## config.mk

```make
export PLATFORM = sky130hd
export DESIGN_NAME = peak_triggered_preamble_splitter
export DESIGN_NICKNAME = d
export VERILOG_FILES = /design/src/rtl/core/ptps_pkg.sv /design/src/rtl/core/peak_triggered_preamble_splitter.sv /design/src/rtl/core/ptps_detect.sv
export SDC_FILE = /design/constraint.sdc
export NUM_CORES = 1
export LEC_CHECK = 0
export BUFFER_PORTS_ARGS = -buffer_cell sky130_fd_sc_hd__buf_2
export CAP_MARGIN = 10
export CORE_ASPECT_RATIO = 0.6
export CORE_MARGIN = 1.5
export CORE_UTILIZATION = 45
export CTS_CLUSTER_DIAMETER = 60
export CTS_CLUSTER_SIZE = 20
export DETAILED_ROUTE_END_ITERATION = 6
export PLACE_DENSITY = 0.62
export SYNTH_ARGS = -nofsm -noshare
export SYNTH_HDL_FRONTEND = slang
export SYNTH_SLANG_ARGS = --single-unit
```

## constraint.sdc

```tcl
create_clock -name clk -period 3 [get_ports clk]
set_input_delay 0.15 -clock clk [delete_from_list [all_inputs] [get_ports clk]]
set_output_delay 0.15 -clock clk [all_outputs]
set_load 0.01 [all_outputs]
```

## src/rtl/core/ptps_pkg.sv

```systemverilog
`timescale 1ns / 1ps

package ptps_pkg;

  localparam int SAMPLE_WIDTH = 16;
  localparam int COUNT_WIDTH  = 16;
  localparam int CFG_INDEX_WIDTH = 2;

  // configuration register indexes
  localparam logic [CFG_INDEX_WIDTH-1:0] REG_THRESHOLD       = 2'd0;
  localparam logic [CFG_INDEX_WIDTH-1:0] REG_HOLDOFF_COUNT   = 2'd1;
  localparam logic [CFG_INDEX_WIDTH-1:0] REG_PREAMBLE_LENGTH = 2'd2;

  localparam logic signed [SAMPLE_WIDTH-1:0] THRESHOLD_RESET       = 16'sd16384;
  localparam logic [COUNT_WIDTH-1:0]         HOLDOFF_COUNT_RESET   = 16'd1;
  localparam logic [COUNT_WIDTH-1:0]         PREAMBLE_LENGTH_RESET = 16'd1;

  // route codes
  localparam logic ROUTE_PREAMBLE = 1'b0;
  localparam logic ROUTE_DATA     = 1'b1;

  typedef struct packed {
    logic signed [SAMPLE_WIDTH-1:0] threshold;
    logic [COUNT_WIDTH-1:0]         holdoff_count;
    logic [COUNT_WIDTH-1:0]         preamble_length;
  } ptps_cfg_t;

  typedef struct packed {
    logic emit;
    logic route;
    logic last;
  } ptps_result_t;

  typedef struct packed {
    logic in_preamble;
    logic before_first;
  } ptps_status_t;

endpackage

```

## src/rtl/core/peak_triggered_preamble_splitter.sv

```systemverilog
`timescale 1ns / 1ps

// channel   dir  signals                      payload
// s_*       in   s_tvalid s_tready s_tdata    sample
// m_*       out  m_tvalid m_tready m_tdata    out_sample; tuser route; tlast preamble_end
// cfg_*     in   cfg_valid cfg_ready          cfg_index, cfg_data
//
// one sample per cycle sustained while m_tready does not stall; a sample passes
// an input register, the compare and counter update, then the output register
// the peak/holdoff state advances when a sample leaves the input register
// m_tready low stalls only when the output register is full and the sample
// in the input register produces a result; dropped samples never stall
// synchronous reset restores register defaults and search state

module peak_triggered_preamble_splitter import ptps_pkg::*; (
  input  logic                       clk,
  input  logic                       rst,
  input  logic                       s_tvalid,
  output logic                       s_tready,
  input  logic [SAMPLE_WIDTH-1:0]    s_tdata,   // [15:0] sample
  output logic                       m_tvalid,
  input  logic                       m_tready,
  output logic [SAMPLE_WIDTH-1:0]    m_tdata,   // [15:0] out_sample
  output logic                       m_tuser,   // [0] route
  output logic                       m_tlast,   // preamble_end
  input  logic                       cfg_valid,
  output logic                       cfg_ready,
  input  logic [CFG_INDEX_WIDTH-1:0] cfg_index,
  input  logic [SAMPLE_WIDTH-1:0]    cfg_data
);

  ptps_cfg_t    cfg;
  ptps_result_t result;
  ptps_status_t status;

  logic                           in_valid;
  logic signed [SAMPLE_WIDTH-1:0] in_sample;
  logic                           out_valid;
  logic [SAMPLE_WIDTH-1:0]        out_sample;
  logic                           out_route;
  logic                           out_last;
  logic                           advance;

  assign cfg_ready = 1'b1;

  always_ff @(posedge clk) begin
    if (rst) begin
      cfg.threshold       <= THRESHOLD_RESET;
      cfg.holdoff_count   <= HOLDOFF_COUNT_RESET;
      cfg.preamble_length <= PREAMBLE_LENGTH_RESET;
    end else if (cfg_valid) begin
      case (cfg_index)
        REG_THRESHOLD:       cfg.threshold       <= $signed(cfg_data);
        REG_HOLDOFF_COUNT:   cfg.holdoff_count   <= COUNT_WIDTH'(cfg_data);
        REG_PREAMBLE_LENGTH: cfg.preamble_length <= COUNT_WIDTH'(cfg_data);
        default: ;
      endcase
    end
  end

  // a held sample moves on if it makes no result or the output slot frees up
  assign advance  = in_valid && (!result.emit || !out_valid || m_tready);
  assign s_tready = !in_valid || advance;

  always_ff @(posedge clk) begin
    if (rst) begin
      in_valid <= 1'b0;
    end else if (s_tready) begin
      in_valid <= s_tvalid;
    end
  end

  always_ff @(posedge clk) begin
    if (s_tready && s_tvalid) begin
      in_sample <= $signed(s_tdata);
    end
  end

  ptps_detect u_detect (
    .clk    (clk),
    .rst    (rst),
    .step   (advance),
    .sample (in_sample),
    .cfg    (cfg),
    .result (result),
    .status (status)
  );

  always_ff @(posedge clk) begin
    if (rst) begin
      out_valid <= 1'b0;
    end else if (advance && result.emit) begin
      out_valid <= 1'b1;
    end else if (m_tready) begin
      out_valid <= 1'b0;
    end
  end

  always_ff @(posedge clk) begin
    if (advance && result.emit) begin
      out_sample <= in_sample;
      out_route  <= result.route;
      out_last   <= result.last;
    end
  end

  assign m_tvalid = out_valid;
  assign m_tdata  = out_sample;
  assign m_tuser  = out_route;
  assign m_tlast  = out_last;

`ifndef SYNTHESIS
  a_last_is_preamble: assert property (@(posedge clk) disable iff (rst)
    (m_tvalid && m_tlast) |-> (m_tuser == ROUTE_PREAMBLE))
    else $error("preamble end flagged on a data transfer");

  a_data_after_first: assert property (@(posedge clk) disable iff (rst)
    (m_tvalid && m_tuser == ROUTE_DATA) |-> !status.before_first)
    else $error("data transfer before the first preamble");

  a_hold_input: assert property (@(posedge clk) disable iff (rst)
    (in_valid && !advance) |=> (in_valid && $stable(in_sample)))
    else $error("held sample lost while stalled");

  // a pending preamble transfer that is not the last one keeps the run open
  a_run_open: assert property (@(posedge clk) disable iff (rst)
    (m_tvalid && m_tuser == ROUTE_PREAMBLE && !m_tlast) |-> status.in_preamble)
    else $error("preamble run closed before its last transfer");
`endif

endmodule

```

## src/rtl/core/ptps_detect.sv

```systemverilog
`timescale 1ns / 1ps

module ptps_detect import ptps_pkg::*; (
  input  logic                           clk,
  input  logic                           rst,
  input  logic                           step,
  input  logic signed [SAMPLE_WIDTH-1:0] sample,
  input  ptps_cfg_t                      cfg,
  output ptps_result_t                   result,
  output ptps_status_t                   status
);

  logic                           in_preamble, in_preamble_next;
  logic                           before_first, before_first_next;
  logic signed [SAMPLE_WIDTH-1:0] peak_value, peak_value_next;
  logic [COUNT_WIDTH-1:0]         holdoff_left, holdoff_left_next;
  logic [COUNT_WIDTH-1:0]         preamble_left, preamble_left_next;

  logic                   new_peak;
  logic                   peak_armed;
  logic [COUNT_WIDTH-1:0] holdoff_dec;
  logic [COUNT_WIDTH-1:0] preamble_dec;

  assign new_peak     = (sample >= cfg.threshold) && (sample >= peak_value);
  assign peak_armed   = peak_value >= cfg.threshold;
  assign holdoff_dec  = holdoff_left - COUNT_WIDTH'(1);
  assign preamble_dec = preamble_left - COUNT_WIDTH'(1);

  always_comb begin
    in_preamble_next   = in_preamble;
    before_first_next  = before_first;
    peak_value_next    = peak_value;
    holdoff_left_next  = holdoff_left;
    preamble_left_next = preamble_left;
    result.emit  = 1'b1;
    result.route = ROUTE_DATA;
    result.last  = 1'b0;
    if (!in_preamble) begin
      if (new_peak) begin
        peak_value_next   = sample;
        holdoff_left_next = cfg.holdoff_count;
      end else if (peak_armed) begin
        holdoff_left_next = holdoff_dec;
        if (holdoff_dec == '0) begin
          in_preamble_next = 1'b1;
        end
      end
      // searching samples ahead of the first preamble are dropped
      result.emit = !before_first;
    end else begin
      before_first_next = 1'b0;
      result.route      = ROUTE_PREAMBLE;
      preamble_left_next = preamble_dec;
      if (preamble_dec == '0) begin
        preamble_left_next = cfg.preamble_length;
        peak_value_next    = '0;
        in_preamble_next   = 1'b0;
        result.last        = 1'b1;
      end
    end
  end

  always_ff @(posedge clk) begin
    if (rst) begin
      in_preamble   <= 1'b0;
      before_first  <= 1'b1;
      peak_value    <= '0;
      holdoff_left  <= HOLDOFF_COUNT_RESET;
      preamble_left <= PREAMBLE_LENGTH_RESET;
    end else if (step) begin
      in_preamble   <= in_preamble_next;
      before_first  <= before_first_next;
      peak_value    <= peak_value_next;
      holdoff_left  <= holdoff_left_next;
      preamble_left <= preamble_left_next;
    end
  end

  assign status.in_preamble  = in_preamble;
  assign status.before_first = before_first;

`ifndef SYNTHESIS
  // once a preamble has run, the drop phase never comes back
  a_first_sticky: assert property (@(posedge clk) disable iff (rst)
    !before_first |=> !before_first)
    else $error("before_first set again after a preamble");

  // a flagged last sample always leaves the block searching with a cleared peak
  a_end_clears: assert property (@(posedge clk) disable iff (rst)
    (step && result.last) |=> (!in_preamble && peak_value == '0))
    else $error("preamble end did not return to search");

  // every preamble sample is forwarded on the preamble route
  a_preamble_emits: assert property (@(posedge clk) disable iff (rst)
    in_preamble |-> (result.emit && result.route == ROUTE_PREAMBLE))
    else $error("preamble sample not routed to the preamble output");
`endif

endmodule
```

Yosys cells after proc, flatten, opt, wreduce, memory -nomap -nowiden:

Index checks and enable logic that the tools add are counted.

* memories kept: 0
* register bits: 134
* output and inout bits: 21
* input bits: 39
* bits in read-only memories: 0
* memory bits (writable): 0
* bits in latches: 0

* shift-type cells: 0
* bitwise logic cells: 1
* multiply operators: 0
* add/sub/neg operators: 2
* divide/modulo/power cells: 0
* muxes and demuxes: 16
* eq/ne operators: 3
* reductions and logical operators: 23
* magnitude comparators: 3

Operators by type and width (number)
* $mux 16: 6
* $ge 16x16->1: 3
* $logic_not 16->1: 2
* $sub 16x1->16 const B: 2
* $mux 1: 9
* $reduce_and 2->1: 4
* $reduce_and 3->1: 2
* $reduce_bool 2->1: 3
* $logic_and 1x1->1: 4
* $logic_not 1->1: 4
* $logic_or 1x1->1: 3
* $eq 2x1->1 const B: 1
* $eq 2x2->1 const B: 1
* $logic_not 2->1: 1
* $mux 2: 1
* $ne 2x2->1 const B: 1
* $not 1->1: 1

Logic depth before layout (Yosys ltp):

Gate-level depths: netlist (run 1).

* depth in word-level cells: 8
* gate-level depth with buffers: 13

Modules after synthesis:

Synthesis (run 1) repeated with hierarchy kept, for this count alone.

* cells, all modules: 772
* area, all modules: 7241.9 µm²

By module, submodules not included
* ptps_detect: instances 1, cells each 544, area an instance 4141.5 µm²
* peak_triggered_preamble_splitter: instances 1, cells each 228, area an instance 3100.5 µm²

Least setup slack after synthesis (run 1):

Ideal clock, no wire load.

* kind: reg2reg
* start: register u_detect.preamble_left[0]
* end: register u_detect.peak_value[10]
* cell stages (with the launch flop): 12
* setup slack: 0.097 ns
* arrival time: 2.787 ns
* required time: 2.883 ns
* setup time: 0.117 ns
* cells stage by stage: dfxtp_1 > or4_1 > buf_2 > nor4_4 > nor3b_2 > xor2_1 > nor4b_4 > a21oi_2 > and2_1 > buf_6 > buf_6 > a22o_1

* longest elaborated chain between the ends: 4

RTL lines
* start, declared: line ptps_detect.sv:17 `logic [COUNT_WIDTH-1:0] preamble_left, preamble_left_next;`
* start signal, assigned: line ptps_detect.sv:75 `preamble_left <= preamble_left_next;`
* $sub 16x1->16: line ptps_detect.sv:27 `assign preamble_dec = preamble_left - COUNT_WIDTH'(1);`
* $logic_not 16->1: line ptps_detect.sv:54 `if (preamble_dec == '0) begin`
* $ne 2x2->1 (no line)
* $reduce_and 3->1 (no line)
* end signal, assigned: line ptps_detect.sv:73 `peak_value <= peak_value_next;`
* end, declared: line ptps_detect.sv:15 `logic signed [SAMPLE_WIDTH-1:0] peak_value, peak_value_next;`

Every way passes these cells.
A chain may end at the register's enable or synchronous reset.

Worst setup path in the final report (run 1):

* start: register in_sample[1]
* end: register u_detect.in_preamble

* longest elaborated chain between the ends: 4
* elaborated cells on any way between the ends: 5
* those cells by class: 2 x order compare; 2 x mux; 1 x reduce/logical

RTL lines
* start, declared: line peak_triggered_preamble_splitter.sv:37 `logic signed [SAMPLE_WIDTH-1:0] in_sample;`
* start signal, assigned: line peak_triggered_preamble_splitter.sv:75 `in_sample <= $signed(s_tdata);`
* $ge 16x16->1: line ptps_detect.sv:24 `assign new_peak = (sample >= cfg.threshold) && (sample >= peak_value);`
* $logic_and 1x1->1 *: line ptps_detect.sv:24
* $mux 1 *: line ptps_detect.sv:39 `if (new_peak) begin`
* $mux 1 *: line ptps_detect.sv:38 `if (!in_preamble) begin`
* end signal, assigned: line ptps_detect.sv:71 `in_preamble <= in_preamble_next;`
* end, declared: line ptps_detect.sv:13 `logic in_preamble, in_preamble_next;`

Mark *: on every way between the ends. The rest lies on a longest branch, timed or not.

==> results of run 1 <==
cell families after synthesis:
kind of cell / share of synthesized area
buffers and inverters: 0.0484
multiplexers: 0.00452
XOR/XNOR: 0.0198
other: 0.000564
AND/OR/NAND/NOR: 0.187
adder cells (fa/ha/maj): 0.0978
flip-flops: 0.455
AO/OA/AOI/OAI: 0.187
flip-flops by register name, indices dropped and copies added (netlist names):
register                flops
u_detect.before_first       1
m_tlast                     1
m_tvalid                    1
in_valid                    1
u_detect.preamble_left     16
m_tuser                     1
cfg                        48
in_sample                  16
u_detect.peak_value        16
m_tdata                    16
u_detect.holdoff_left      16
u_detect.in_preamble        1
layout make-up:
class	count	share of cell area
repair buffers	124	0.109
well taps	198	0.0299
inverters	41	0.0186
clock inverters	10	0.00815
flip-flops and latches	134	0.365
multi-input cells	519	0.410
clock buffers	22	0.0598
routing by layer:
layer,vias to the layer above,GRT usage
li1,2829,-
met1,2766,0.364
met2,213,0.306
met3,16,0.0580
met4,0,0.0597
met5,-,0
cell usage in the layout (no fill, tap or decap), types with 4 or more instances in the layout:
cell,count
nand4_1,11
a22o_1,16
o2bb2ai_1,11
nand3b_1,6
and2_1,5
nor3_1,24
edfxtp_1,34
inv_1,41
or3_1,4
nor4_1,7
nand3_1,8
a21oi_1,88
o21ai_0,20
a311oi_1,5
nand2_1,112
nor2b_1,4
nor2_1,41
clkbuf_16,19
xor2_1,5
buf_2,59
buf_4,36
a31oi_1,4
nand2b_1,7
a2bb2oi_1,5
dlygate4sd3_1,22
ha_1,51
a21o_1,9
a211oi_1,7
dfxtp_1,99
xnor2_1,10
worst paths after layout:
path,endpoint
max,u_detect.in_preamble
min,cfg[5]
max reg2reg,u_detect.in_preamble
min reg2reg,cfg[33]
power by group:
group / internal [uW] / total, uW / switching, uW
clock network: 1170 / 2000 / 831
logic: 251 / 570 / 319
registers: 1910 / 1950 / 45.6
total: 3330 / 4530 / 1200
what timing repair did:
item	in CTS	in global routing
endpoints found under the setup margin	20	44
buffers inserted	0	7
endpoints found under the hold margin	24	0
resized for setup	2	17
pin swaps	0	10
cloned	0	2
hold buffers	22	0
cell usage after synthesis (6+ instances only):
master	number
a21o_1	9
a21oi_1	88
nand2b_1	7
nand3_1	8
inv_1	41
a22o_1	16
clkbuf_1	31
nand4_1	11
ha_1	52
a211oi_1	8
nand3b_1	6
nor2_1	43
xnor2_1	10
dfxtp_1	100
o2bb2ai_1	11
o21ai_0	20
nand2_1	112
nor4_1	9
and2_1	6
edfxtp_1	34
nor3_1	24
metrics by stage:
step | setup WS [ns] | hold WS (ns) | instance area (um^2)
after detailed placement | -0.0273 | 0.328 | 7320
after global routing | -0.0327 | 0.0129 | 8290
final | 0.0213 | 0.0107 | 8290
after floorplan | 0.0966 | 0.249 | 6650
after CTS | 0.0266 | 0.00273 | 8110
after global placement | -0.0640 | 0.327 | 7320
worst max-delay path, cell delays in order (launching register included):
cell and delay, ns:
edfxtp_1 0.48, ha_4 0.31, nor2b_4 0.13, o211ai_1 0.19, a2111o_1 0.48, and2_4 0.16
o221a_4 0.27, buf_6 0.13, buf_12 0.13, nor4_2 0.38, o21a_1 0.24
==> out/qor.csv, run 1 <==
metric;value;unit
grt_use_total;0.231;
initial_core_util;0.460;
power.leakage;0.00324;uW
holdCritPathClass;input pin to flip-flop;
grt_pass1_wl;28000;um
fmax;336;MHz
tns;0;ns
drtIter0Drc;461;
clock_latency;0.42;ns
worst_pin_slew;1.12;ns
rr_worst_depth;10;
synthToLayoutAreaGrowth;24.7;%
ys_async_sr_fraction;0;
fp.coreArea;14500;um^2
period_share;0.993;
dp_hpwl;12700;um
cp.required;3.34;ns
wl_met3;1330;um
critPathLaunch;in_sample[1];
ir_drop;0.337;mV
hold_path_startpoint;cfg_data[5];
gr-total-overflow;0;
run_status;finished clean;
final_nets;928;
avgSynthCellArea;9.08;um^2
dieArea;15500;um^2
dr.pass1.iters;5;
cts_buffer_depth;2;
synth_top_area_frac;0.301;
whs_path_depth;3;
path_clk_slew;0.07;ns
routedWlPerCell;17.5;um
register_area;3020;um^2
crit_fanout;8;
crit_type;flip-flop to flip-flop;
rows;34;
post-route-min-period;2.98;ns
ys_top_cells_by_area;dfxtp_1, edfxtp_1, ha_1;
final_antenna_net_count;0;
slew_viol_final;0;
drcViolationCount;0;
synthCells;732;
fp.dieW;160;um
synth_seq_area_share;0.455;
relSlewSlack;0.243;
die_y;97.2;um
synth_ff_type;dfxtp_1;
arrival;3.32;ns
wl_met1;9490;um
cts_sinks;134;
synth.distinct_cells;60;
num_antenna_cells;0;
fin_skew;0.0119;ns
grt_pass1_vias;5209;
multi_input_area;3400;um^2
routed_wirelength;18300;um
hold_viol;0;
p_total;4530;uW
r2r-start;in_sample[1];
drv_cap;0;
stdcell_count;1048;
dpl.cell_count;985;
synth-seq-cells;134;
cts_buffers;17;
grt_antenna_before_repair;0;
synth_edf_count;34;
synth_fp_nets;823;
drive_gt1_frac;0.182;
p_per_area;546;nW/um^2
tritoncts;done;
htreeDepth;4;
utilization;0.573;
globalplace.congestion;0.932;
top_layer;met4;
crit_path_end_kind;flip-flop;
rrSetupSlack;0.02;ns
finalSetupViolations;0;
portBuffers;58;
synth_area_leader_cell;dfxtp_1;
viasPerCell;5.56;
clk_root_buffer_cell;clkbuf_16;
vias;5824;
nFillCells;1293;
io_pins;60;
syn-cell-area;6650;um^2
yosysWarningCount;0;
crit_path_start_kind;flip-flop;
wl_met2;7270;um
grt_max_degree;68;
Note: power is estimated with default switching activity, not from simulation.
==> run 2: changes to the inputs <==
--- a/config.mk
+++ b/config.mk
@@ -5,6 +5,7 @@
 export SDC_FILE = /design/constraint.sdc
 export NUM_CORES = 1
 export LEC_CHECK = 0
+export ABC_AREA = 1
 export BUFFER_PORTS_ARGS = -buffer_cell sky130_fd_sc_hd__buf_2
 export CAP_MARGIN = 10
 export CORE_ASPECT_RATIO = 0.6
@@ -13,7 +14,7 @@
 export CTS_CLUSTER_DIAMETER = 60
 export CTS_CLUSTER_SIZE = 20
 export DETAILED_ROUTE_END_ITERATION = 6
-export PLACE_DENSITY = 0.62
+export PLACE_DENSITY = 0.61
 export SYNTH_ARGS = -nofsm -noshare
 export SYNTH_HDL_FRONTEND = slang
 export SYNTH_SLANG_ARGS = --single-unit
==> run 2 against run 1 <==
Flip-flop and latch count stayed put. Die area is 14% higher. Final cell count is 28% higher. Sequential share of layout area is 2.5 points lower. Largest cell class unchanged. Highest routed layer unchanged.
==> out/qor.csv, run 2 <==
metric;value;unit
largest_register_ffs;48;
relSlewSlack;0.385;
grt_max_degree;48;
cts_resized;0;
crit_fanout;31;
initial_core_util;0.463;
holdCritPathClass;input pin to flip-flop;
ys_top_cells_by_area;dfxtp_1, edfxtp_1, nand2_1;
cts_buffer_depth;2;
clk_root_buffer_cell;clkbuf_16;
largest_register;cfg;
drive_gt1_frac;0.158;
tritoncts;done;
synth-simple-area-share;0.328;
dp_hpwl;13900;um
fin_ws;0.394;ns
viasPerCell;4.75;
synth_compound_area_frac;0.0844;
synth.distinct_cells;40;
grt_pass1_vias;5750;
drtIter0Drc;576;
wl_met1;10900;um
globalplace.congestion;0.866;
slew_viol_final;0;
synth_top_area_frac;0.264;
post-route-min-period;2.61;ns
synthToLayoutAreaGrowth;17.3;%
fin_skew;0.00939;ns
ys_async_sr_fraction;0;
routed_wirelength;19300;um
routedWlPerCell;14.4;um
crit_path_start_kind;flip-flop;
layout_common_cells;nand2_1, nor2_1, inv_1;
power.leakage;0.00435;uW
final_antenna_net_count;0;
arrival;2.92;ns
syn-cell-area;7570;um^2
pre_cts_ws;0.390;ns
synth_mux_area_frac;0;
io_pins;60;
drv_cap;0;
worst_pin_slew;0.920;ns
synthXorXnorAreaFrac;0.0185;
synth-seq-cells;134;
die_y;103;um
grt_use_total;0.232;
dieArea;17600;um^2
path_clk_slew;0.06;ns
synth_top_family_by_area;simple AND/OR/NAND/NOR gates;
finalSetupViolations;0;
synth_area_leader_cell;dfxtp_1;
portBuffers;58;
synth_fp_nets;1113;
num_antenna_cells;0;
holdWs;0.00867;ns
hold_viol;0;
post-cts-setup-buffers;0;
synthTopCellsByCount;nand2_1, nor2_1, inv_1, dfxtp_1, ha_1;
cts_sinks;134;
wl_met2;7340;um
grt_pass1_wl;30800;um
period_share;0.869;
gr-total-overflow;0;
final_nets;1192;
synth_ff_type;dfxtp_1;
fp.dieW;170;um
vias;6372;
crit_path_end_kind;flip-flop;
cts_buffers;17;
ir_drop;0.404;mV
clock_latency;0.42;ns
nFillCells;1549;
crit_type;flip-flop to flip-flop;
drcViolationCount;0;
run_status;finished clean;
rows;36;
htreeDepth;4;
final_common_cell;nand2_1;
dr.pass1.iters;5;
yosysWarningCount;0;
p_per_area;562;nW/um^2
yosysMostFrequentCell;nand2_1;
fp.coreArea;16400;um^2
fmax;384;MHz
avgSynthCellArea;7.41;um^2
synthCells;1022;
tns;0;ns
cp.required;3.31;ns
rsz0062_at_grt;false;
synth_edf_count;34;
wl_met3;937;um
top_layer;met4;
synthAdderAreaFrac;0.0859;
grt_antenna_before_repair;0;
synth_seq_area_share;0.399;
## run 2: cell count changes after synthesis, moves of 9 or more
cell | previous run | this run
a22o_1 | 16 | 0
nor2_1 | 43 | 184
clkbuf_1 | 31 | 15
nand3_1 | 8 | 46
o2bb2ai_1 | 11 | 0
inv_1 | 41 | 110
nor2_2 | 0 | 14
a21oi_1 | 88 | 39
o21ai_0 | 20 | 51
nor4_1 | 9 | 0
nand3_2 | 0 | 22
nor3_1 | 24 | 4
nand2_1 | 112 | 255
a21oi_2 | 1 | 10
## run 2: path summary, 6_finish.rpt
| check | start | endpoint | slack [ns] | cells after the start |
|---|---|---|---|---|
| worst max register to register | in_sample[11] | u_detect.holdoff_left[3] | 0.39 | 15 |
| worst min-delay path | cfg_data[14] | cfg[46] | 0.009 | 3 |
| worst min register to register | u_detect.before_first | u_detect.before_first | 0.45 | 2 |
| worst max-delay path | in_sample[11] | u_detect.holdoff_left[3] | 0.39 | 15 |
## run 2: power by group
part	switching [uW]	internal (uW)	leakage [uW]	total (uW)
clock	837	1330	0.000302	2170
combinational	520	301	0.00291	821
sequential	63.8	1940	0.00113	2010
total	1420	3580	0.00435	5000
## run 2: cells by family after synthesis
| kind of cell | Yosys count |
|---|---|
| buffers and inverters | 149 |
| XOR/XNOR | 16 |
| adder cells (fa/ha/maj) | 52 |
| flip-flops | 134 |
| AO/OA/AOI/OAI | 114 |
| other | 1 |
| AND/OR/NAND/NOR | 556 |
## run 2: routing by layer
| metal | vias to the layer above | track usage |
|---|---|---|
| met5 | - | 0 |
| met4 | 0 | 0.0511 |
| met3 | 14 | 0.0483 |
| met2 | 127 | 0.323 |
| met1 | 2840 | 0.361 |
| li1 | 3391 | - |
## run 2: timing repair
| action | in CTS | in global routing |
|---|---|---|
| setup endpoints to repair | 0 | 0 |
| hold buffers | 18 | 0 |
| hold endpoints to repair | 18 | 0 |
## run 2: final cells by class
type / count / area [um^2] / share of cell area
Multi-Input combinational cell: 739 / 3920 / 0.441
Clock buffer: 23 / 532 / 0.0598
Inverter: 116 / 435 / 0.0490
Clock inverter: 8 / 81.3 / 0.00915
Timing Repair Buffer: 93 / 611 / 0.0687
Sequential cell: 134 / 3020 / 0.340
Tap cell: 228 / 285 / 0.0321
## run 2: critical path: stages (launching register included)
cell      delay, ns
edfxtp_1       0.45
ha_1           0.33
nand2_1        0.07
nor2_1         0.19
nand2_1        0.10
nor2_2         0.12
nand2_1        0.09
nand4_1        0.14
nand3_4        0.21
nand2_4        0.26
nand2_1        0.09
nand2_2        0.08
buf_12         0.17
nand2_1        0.06
nand2_1        0.06
nor2_1         0.04
## run 2: per-stage QoR
stage                     cells  instance area (um^2)  utilization  total power (uW)
after detailed placement   1292                  8100        0.495              2830
after floorplan            1022                  7570            -              2630
final                      1341                  8890        0.544              5000
after global placement     1292                  8100        0.495              2830
after global routing       1341                  8890        0.544              5230
after CTS                  1341                  8890        0.544              5010
==> run 3: changes to the inputs <==
--- a/config.mk
+++ b/config.mk
@@ -9,12 +9,12 @@
 export BUFFER_PORTS_ARGS = -buffer_cell sky130_fd_sc_hd__buf_2
 export CAP_MARGIN = 10
 export CORE_ASPECT_RATIO = 0.6
-export CORE_MARGIN = 1.5
+export CORE_MARGIN = 4
 export CORE_UTILIZATION = 45
 export CTS_CLUSTER_DIAMETER = 60
 export CTS_CLUSTER_SIZE = 20
 export DETAILED_ROUTE_END_ITERATION = 6
-export PLACE_DENSITY = 0.61
+export PLACE_DENSITY = 0.65
 export SYNTH_ARGS = -nofsm -noshare
 export SYNTH_HDL_FRONTEND = slang
 export SYNTH_SLANG_ARGS = --single-unit
==> run 3 against run 2 <==
Worst setup slack lost 0.026 ns. Largest cell class unchanged. Flip-flop and latch count is the same. Sequential power about the same. Count of clock-buffer cells in the layout shrank 6. Sequential share of layout area increased by 0.20 points. Global-route usage is 2.7 points lower. Combinational power is 0.6% lower. Power shrank 3.4%. First-iteration DRC count fell by 12%. Worst hold slack got worse by 0.0020 ns. Routed wire length shrank 1.8%.
==> out/qor.csv, run 3 (same netlist as run 2, synthesis figures left out) <==
metric;value;unit
initial_core_util;0.463;
fp.coreArea;16400;um^2
fin_skew;0.0103;ns
portBuffers;58;
cts_buffer_depth;2;
intPower;3330;uW
final_antenna_net_count;0;
num_antenna_cells;0;
dr.pass1.iters;7;
crit_fanout;31;
fmax;380;MHz
routed_wirelength;18900;um
crit_type;flip-flop to flip-flop;
design_area;8840;um^2
timing.critical_path.buf_inv;1;
p_per_area;546;nW/um^2
drv_cap;0;
p_seq_frac;0.415;
synthToLayoutAreaGrowth;16.7;%
utilization;0.540;
fp.dieW;175;um
holdCritPathClass;input pin to flip-flop;
cp.required;3.33;ns
ir_drop;0.400;mV
grt_pass1_wl;30700;um
final_nets;1192;
largest_register;cfg;
dp_hpwl;13900;um
layout_common_cells;nand2_1, nor2_1, inv_1;
arrival;2.96;ns
vias;6431;
grt_antenna_before_repair;0;
crit_path_start_kind;flip-flop;
clk_root_buffer_cell;clkbuf_16;
clock_latency;0.43;ns
htreeDepth;4;
cts_resized;0;
pwr-share-comb;0.169;
rows;36;
gr-total-overflow;0;
viasPerCell;4.79;
holdWs;0.00666;ns
hold_viol;0;
nFillCells;1543;
path_clk_slew;0.07;ns
crit_chain;ha_1 -> nand2_2 -> nor2_2 -> nand2_1 -> nor2_2 -> nand2_1 -> nand4_1 -> nand3_4 -> nand2_4 -> nand2_1 -> nand2_2 -> buf_12 -> nand2_1 -> nand2_1 -> nor2_1;
post-route-min-period;2.63;ns
cts_buffers;17;
globalplace.congestion;0.867;
period_share;0.878;
final_common_cell;nand2_1;
finalSetupViolations;0;
die_y;108;um
tritoncts;done;
p_total;4830;uW
power.switching;1490;uW
grt_pass1_vias;5874;
grt_use_total;0.205;
rsz0062_at_grt;false;
grt_max_degree;45;
tns;0;ns
switching_share;0.309;
power.leakage;0.00432;uW
worst_pin_slew;0.868;ns
relSlewSlack;0.420;
placed_cell_area;8090;um^2
largest_register_ffs;48;
cts_sinks;134;
drcViolationCount;0;
drtIter0Drc;507;
routedWlPerCell;14.1;um
cpPeakStageDelay;0.45;ns
dieArea;19000;um^2
pwr-share-clk;0.416;
slowest_stage;edfxtp_1;
slew_viol_final;0;
crit_path_frequent_cell;nand2_1;
run_status;finished clean;
crit_path_end_kind;flip-flop;
drive_gt1_frac;0.159;
critical_path.top_delay_family;simple AND/OR/NAND/NOR gates;
io_pins;60;
[run 3: cell types whose count changed in the layout (fill, tap and decap cells not counted), sizes merged]
cell | previous run | this run
clkinv | 4 | 3
buf | 75 | 74
clkinvlp | 1 | 3
inv | 118 | 125
clkbuf | 23 | 17
dlygate4sd3 | 18 | 19
bufinv | 1 | 0
[run 3: power groups by stage]
stage	sequential, uW	clock [uW]	combinational (uW)
final	2010	2010	816
after global routing	2020	2120	938
after CTS	2000	2030	812
after detailed placement	2040	0	786
after global placement	2040	0	779
after floorplan	2020	0	607
[run 3: final timing paths]
kind / slack (ns) / depth (start not counted) / endpoint / start
max: 0.37 / 15 / u_detect.holdoff_left[14] / in_sample[15]
min: 0.007 / 3 / cfg[46] / cfg_data[14]
max reg2reg: 0.37 / 15 / u_detect.holdoff_left[14] / in_sample[15]
min reg2reg: 0.46 / 2 / u_detect.before_first / u_detect.before_first
[run 3: repair_timing]
item	4_1_cts	5_1_grt
hold endpoints to repair	18	1
endpoints found under the setup margin	0	0
setup buffers	0	0
hold buffers	18	1
[run 3: area by class of cell]
cell class | count | area, um^2 | area share
Clock buffer | 17 | 425 | 0.0481
Timing Repair Buffer | 93 | 613 | 0.0694
Tap cell | 228 | 285 | 0.0323
Inverter | 116 | 435 | 0.0493
Multi-Input combinational cell | 739 | 3920 | 0.444
Sequential cell | 134 | 3020 | 0.342
Clock inverter | 15 | 133 | 0.0150
[run 3: per-stage QoR]
step / setup WS, ns / instances
2_1_floorplan: 0.910 / 1022
3_3_place_gp: 0.490 / 1291
3_5_place_dp: 0.401 / 1291
4_1_cts: 0.384 / 1341
5_1_grt: 0.0958 / 1342
6_report: 0.367 / 1342
[run 3: routing by layer]
layer  share of wire  global-route usage  up-vias
met2            0.39               0.283      173
met5               0                   0        -
li1                -                   -     3392
met1            0.55               0.324     2849
met4          0.0087              0.0423        0
met3           0.056              0.0440       17
[run 3: tightest hold or removal path: cells and delay by family]
kind,cells,cell delay [ns]
simple gates,1,0.06
buf+inv,1,0.12
compound gates,1,0.07
